<file path="src/design/wnws_pkg.sv">
// Shared types, widths and request codes for the windowed nearest waypoint search.
// No dependencies; every other design file imports this package.

package wnws_pkg;

    // Table geometry and search window
    localparam int MAP_DEPTH     = 4096;
    localparam int SEARCH_WINDOW = 32;
    localparam int IDX_W         = $clog2(MAP_DEPTH);
    localparam int CNT_W         = IDX_W + 1;

    // Coordinate and distance widths (Q15.8 coordinates)
    localparam int COORD_W = 24;
    localparam int DIFF_W  = COORD_W + 1;
    localparam int SQ_W    = 2 * DIFF_W - 1;
    localparam int DIST_W  = SQ_W + 1;

    // Latency of the shared squaring unit, start to done
    localparam int DIST_LAT = 4;

    // Look-ahead register and reported index
    localparam int LA_W      = 12;
    localparam int OUT_IDX_W = 12;
    localparam logic [LA_W-1:0] LOOK_AHEAD_RST = LA_W'(10);

    // Adder widths for the window end and the target index
    localparam int WIN_BITS = $clog2(SEARCH_WINDOW + 1);
    localparam int WSUM_W   = ((IDX_W > WIN_BITS) ? IDX_W : WIN_BITS) + 1;
    localparam int TSUM_W   = ((IDX_W > LA_W) ? IDX_W : LA_W) + 1;

    // Request type codes
    localparam int REQ_W = 2;
    localparam logic [REQ_W-1:0] REQ_CLEAR  = 2'd0;
    localparam logic [REQ_W-1:0] REQ_APPEND = 2'd1;
    localparam logic [REQ_W-1:0] REQ_QUERY  = 2'd2;

    typedef struct packed {
        logic signed [COORD_W-1:0] x;
        logic signed [COORD_W-1:0] y;
    } t_point;

endpackage

</file>
<file path="src/design/wnws_dist.sv">
// Squared distance unit: one shared 25x25 multiplier squares dx then dy.
// Depends on wnws_pkg; o_done rises when the stage marker reaches its top bit.

module wnws_dist (
    input  logic                        i_clk,
    input  logic                        i_rst_n,
    input  logic                        i_start,
    input  wnws_pkg::t_point            i_wp,
    input  wnws_pkg::t_point            i_pos,
    output logic                        o_done,
    output logic [wnws_pkg::DIST_W-1:0] o_dist
);
    import wnws_pkg::*;

    logic [DIST_LAT-1:0]       r_stage, n_stage;
    logic signed [DIFF_W-1:0]  r_diff, n_diff;
    logic signed [2*DIFF_W-1:0] w_prod;
    logic [SQ_W-1:0]           r_sq;
    logic [DIST_W-1:0]         r_acc, n_acc;

    // Advance the stage marker; pick dx on start, dy in the following cycle
    always_comb begin
        n_stage = {r_stage[DIST_LAT-2:0], i_start};
        if (r_stage[0]) begin
            n_diff = $signed({i_wp.y[COORD_W-1], i_wp.y})
                   - $signed({i_pos.y[COORD_W-1], i_pos.y});
        end else begin
            n_diff = $signed({i_wp.x[COORD_W-1], i_wp.x})
                   - $signed({i_pos.x[COORD_W-1], i_pos.x});
        end
    end

    // Shared squarer
    assign w_prod = r_diff * r_diff;

    // Load dx squared, then add dy squared
    always_comb begin
        if (r_stage[1]) begin
            n_acc = DIST_W'(r_sq);
        end else if (r_stage[2]) begin
            n_acc = r_acc + DIST_W'(r_sq);
        end else begin
            n_acc = r_acc;
        end
    end

    always_ff @(posedge i_clk) begin
        if (!i_rst_n) begin
            r_stage <= '0;
        end else begin
            r_stage <= n_stage;
        end
    end

    always_ff @(posedge i_clk) begin
        r_diff <= n_diff;
        r_sq   <= w_prod[SQ_W-1:0];
        r_acc  <= n_acc;
    end

    assign o_done = r_stage[DIST_LAT-1];
    assign o_dist = r_acc;

endmodule

</file>
<file path="config.mk">
export PLATFORM = sky130hd
export DESIGN_NAME = wnws_dist
export DESIGN_NICKNAME = d
export VERILOG_FILES = /design/src/design/wnws_pkg.sv /design/src/design/wnws_dist.sv
export SDC_FILE = /design/constraint.sdc
export NUM_CORES = 2
export LEC_CHECK = 0
export ABC_AREA = 1
export BUFFER_PORTS_ARGS = -buffer_cell sky130_fd_sc_hd__buf_2
export CAP_MARGIN = 20
export CELL_PAD_IN_SITES_DETAIL_PLACEMENT = 1
export CELL_PAD_IN_SITES_GLOBAL_PLACEMENT = 2
export CORE_UTILIZATION = 38
export CTS_CLUSTER_DIAMETER = 120
export DETAILED_ROUTE_END_ITERATION = 16
export PLACE_DENSITY_LB_ADDON = 0.12
export SLEW_MARGIN = 10
export SYNTH_ARGS = -nofsm -noshare
export SYNTH_HDL_FRONTEND = slang
export SYNTH_SLANG_ARGS = --single-unit
</file>
<file path="constraint.sdc">
create_clock -name i_clk -period 8.7 [get_ports i_clk]
set_input_delay 1.305 -clock i_clk [delete_from_list [all_inputs] [get_ports i_clk]]
set_output_delay 1.305 -clock i_clk [all_outputs]
set_load 0.005 [all_outputs]
</file>
==> Implementation_results.wiki <==
{| class="wikitable"
! Metric !! Value
|-
| Site Rows || approximately 110
|-
| Commonest non-fill, non-tap cell in the layout || sky130_fd_sc_hd__inv_1
|-
| Sum Neg Setup Slack || 0 ns
|-
| Path class of the lowest-slack min-delay path || flop to flop
|-
| Yosys warns || 0
|-
| Number of setup violations in the final report || 0
|-
| Total number of H-tree levels || 4
|-
| DIE AREA || 87000 um^2
|-
| Global-route wire length before repair || ~170000 um
|-
| Total area of sequential cells || around 3000 um^2
|-
| Final hold slack || 0.470 ns
|-
| Residual overflow from global routing || 0
|-
| Cell area after synthesis || 32600 um^2
|-
| Starting Density || 0.383
|-
| Top cells by area, synth || sky130_fd_sc_hd__fa_1, sky130_fd_sc_hd__inv_1, sky130_fd_sc_hd__nand2_1
|-
| Number of sinks on the clock net || 127
|-
| Cell chosen for the clock root || sky130_fd_sc_hd__clkbuf_16
|-
| Achievable clock frequency || ~130 MHz
|-
| Post CTS Setup Buffer Count || 0
|-
| Global Route Usage Sum || 0.262
|-
| Synthesized netlist cell count || 4406
|-
| Result of the run || complete, no violations
|-
| NumNets Final || 5474
|-
| Drt pass-1 iters || 5
|-
| Count of hold-fix buffers inserted at cts || 0
|-
| Max-cap viol count || 0
|-
| Area growth from synthesis to final layout || 8.43%
|-
| Number of pins with negative max-slew slack in the final report || 0
|-
| CTS Buf Count || 17
|-
| Start-to-end type of the worst setup path || flop to flop
|-
| Total Wirelength || 109000 um
|-
| Number of enable flip-flop cells after synthesis || 49
|-
| Via count normalized by instance count || 4.81
|-
| Worst-Skew Late Latency || 0.51 ns
|-
| Fraction of layout cells with a size suffix above 1 || 0.0637
|-
| Worst EP arrival || 7.78 ns
|-
| Placed Instances || 5651
|-
| Gpl congestion || 0.882
|-
| Fin Clk Skew || 0.0228 ns
|-
| Count of buffers inserted at the top-level ports || 149
|-
| Initial antenna violation count || 1
|-
| Placed Instance Area || 34800 um^2
|-
| Slew Limit Headroom || 0.373
|-
| Avg WL per Cell || 19.2 um
|-
| Cell type of the slowest stage on the worst timing path || sky130_fd_sc_hd__fa_1
|-
| Final Cycle Share || 0.853
|-
| Maximum buffer depth of the clock tree || 2
|-
| Antenna viol nets, final || 0
|-
| Largest delay contributor family on the critical path || adder cells
|-
| Die boundary height || slightly below 300 um
|-
| Maximum number of pins on one net before global-route repair || 60
|-
| Total number of vias || 27300
|-
| Number of buffer and inverter instances along the worst setup path || 5
|-
| Cell taking the most area after synthesis || sky130_fd_sc_hd__fa_1
|-
| Clk pin slew, worst setup/hold paths || roughly 0.08 ns
|-
| Least-Margin Pin Slew || 0.939 ns
|-
| Number of ports placed on the die boundary || 150
|-
| Primary FF master, synth || sky130_fd_sc_hd__dfxtp_1
|-
| Leading cell types in the layout, fill and taps excluded || sky130_fd_sc_hd__inv_1, sky130_fd_sc_hd__nand2_1, sky130_fd_sc_hd__fa_1
|-
| TritonCTS clock tree || yes
|-
| Drt initial violations || roughly 1100
|-
| Total inserted antenna cells || 0
|-
| Half-perimeter wire length after detailed placement || between 90000 and 100000 um
|-
| Proportion of netlist area held by the largest area contributor || 0.368
|-
| Critical path's most frequent cell || sky130_fd_sc_hd__fa_1
|-
| Fraction of synthesis flops using an asynchronous set or reset pin || 0
|-
| Kind of start point of the critical path || flop
|-
| Die width || 295 um
|-
| Unrepaired setup endpoints after global routing || false
|-
| Final non-filler cell total || 5683
|-
| Remaining DRCs || 0
|-
| Count of cells resized by post-cts repair || 0
|-
| Mean instance size in the synthesized netlist || 7.40 um^2
|-
| Number of library cell types mapped by synthesis || 44
|-
| CP Data Required Time || 9.05 ns
|-
| Area taken by multi-input logic gates || 24700 um^2
|-
| Final count of hold timing violations || 0
|-
| Critical path peak fanout || 31
|-
| Vias in the first global route || 30700
|-
| Fillers || 10800
|-
| Post-route standard cell area excluding fillers || between 30000 and 40000 um^2
|-
| CP Cell Sequence || buf_4 > nand2_1 > inv_1 > fa_1 > fa_1 > inv_1 > fa_1 > fa_1 > fa_1 > fa_1 > fa_1 > inv_1 > ha_1 > nand2_1 > nor2_1 > inv_1 > nor2_1 > and2_1 > nand3_1 > nand4_1 > nand2_1
|-
| Delay contributed by the slowest stage of the critical path || between 1 and 1.5 ns
|-
| Critical path capture point type || flop
|-
| Synthesized flop and latch total || 127
|-
| Total core area || 85100 um^2
|-
| Post-Synthesis Net Count || between 5000 and 6000
|-
| Part of the Yosys area used for sequential elements || 0.0930
|-
| Final critical path time including I/O delays and setup || 7.42 ns
|}
[worst paths after layout]
| check | slack (ns) | end | cells past startpoint | startpoint |
|---|---|---|---|---|
| worst min register to register | 0.47 | r_stage[3]$_SDFF_PN0_ | 2 | r_stage[2]$_SDFF_PN0_ |
| worst max-delay path | 1.28 | r_sq[43]$_DFF_P_ | 21 | r_diff[24]$_DFF_P_ |
| worst max register to register | 1.28 | r_sq[43]$_DFF_P_ | 21 | r_diff[24]$_DFF_P_ |
| worst min-delay path | 0.47 | r_stage[3]$_SDFF_PN0_ | 2 | r_stage[2]$_SDFF_PN0_ |
[flip-flops by register name, indices dropped and copies added, names as in the netlist]
signal / flops
r_sq: 48
r_stage: 4
r_diff: 25
o_dist: 50
[stage by stage]
stage / setup WS [ns] / util
after floorplan: 2.21 / -
after global placement: 1.29 / 0.409
after detailed placement: 1.24 / 0.409
after CTS: 1.23 / 0.415
after global routing: 0.842 / 0.415
final: 1.28 / 0.415
[worst min-delay path: cells and delay by family, from the launching register on]
family                 cells  cell delay [ns]
DFF                        1             0.34
and+or+nand+nor            1             0.06
buffers and inverters      1             0.03
[cell type report]
type,instances,area share
Inverter,1216,0.129
Multi-Input combinational cell,2971,0.698
Tap cell,1144,0.0405
Clock inverter,14,0.00414
Clock buffer,18,0.0121
Sequential cell,127,0.0858
Timing Repair Buffer,193,0.0308
[cell usage after synthesis, types with 43 or more instances]
library cell	count
sky130_fd_sc_hd__a21oi_1	191
sky130_fd_sc_hd__clkbuf_1	91
sky130_fd_sc_hd__dfxtp_1	78
sky130_fd_sc_hd__edfxtp_1	49
sky130_fd_sc_hd__fa_1	599
sky130_fd_sc_hd__ha_1	250
sky130_fd_sc_hd__inv_1	1213
sky130_fd_sc_hd__nand2_1	1149
sky130_fd_sc_hd__nand3_1	177
sky130_fd_sc_hd__nand4_1	43
sky130_fd_sc_hd__nor2_1	224
sky130_fd_sc_hd__o21ai_0	100
sky130_fd_sc_hd__xor2_1	43
[cell families (layout without fill, tap and decap cells)]
kind of cell / Yosys count / count (layout) / synth area share
and+or+nand+nor: 1700 / 1700 / 0.215
buffers and inverters: 1308 / 1441 / 0.151
adders and majority gates: 849 / 849 / 0.464
AOI/OAI and AO/OA: 356 / 356 / 0.0599
DFF: 127 / 127 / 0.0930
xor gates and xnor gates: 64 / 64 / 0.0172
muxes: 2 / 2 / 0.000614
[metal layers]
metal / GRT usage / part of all wire / up-vias
met5: 0 / 0.00010 / -
met3: 0.0220 / 0.021 / 98
li1: - / - / 13200
met1: 0.328 / 0.44 / 13600
met2: 0.481 / 0.51 / 371
met4: 0.0694 / 0.024 / 2
Power is not shown: default switching activity piles up to over one toggle a cycle in this logic, so the estimate is an artifact.
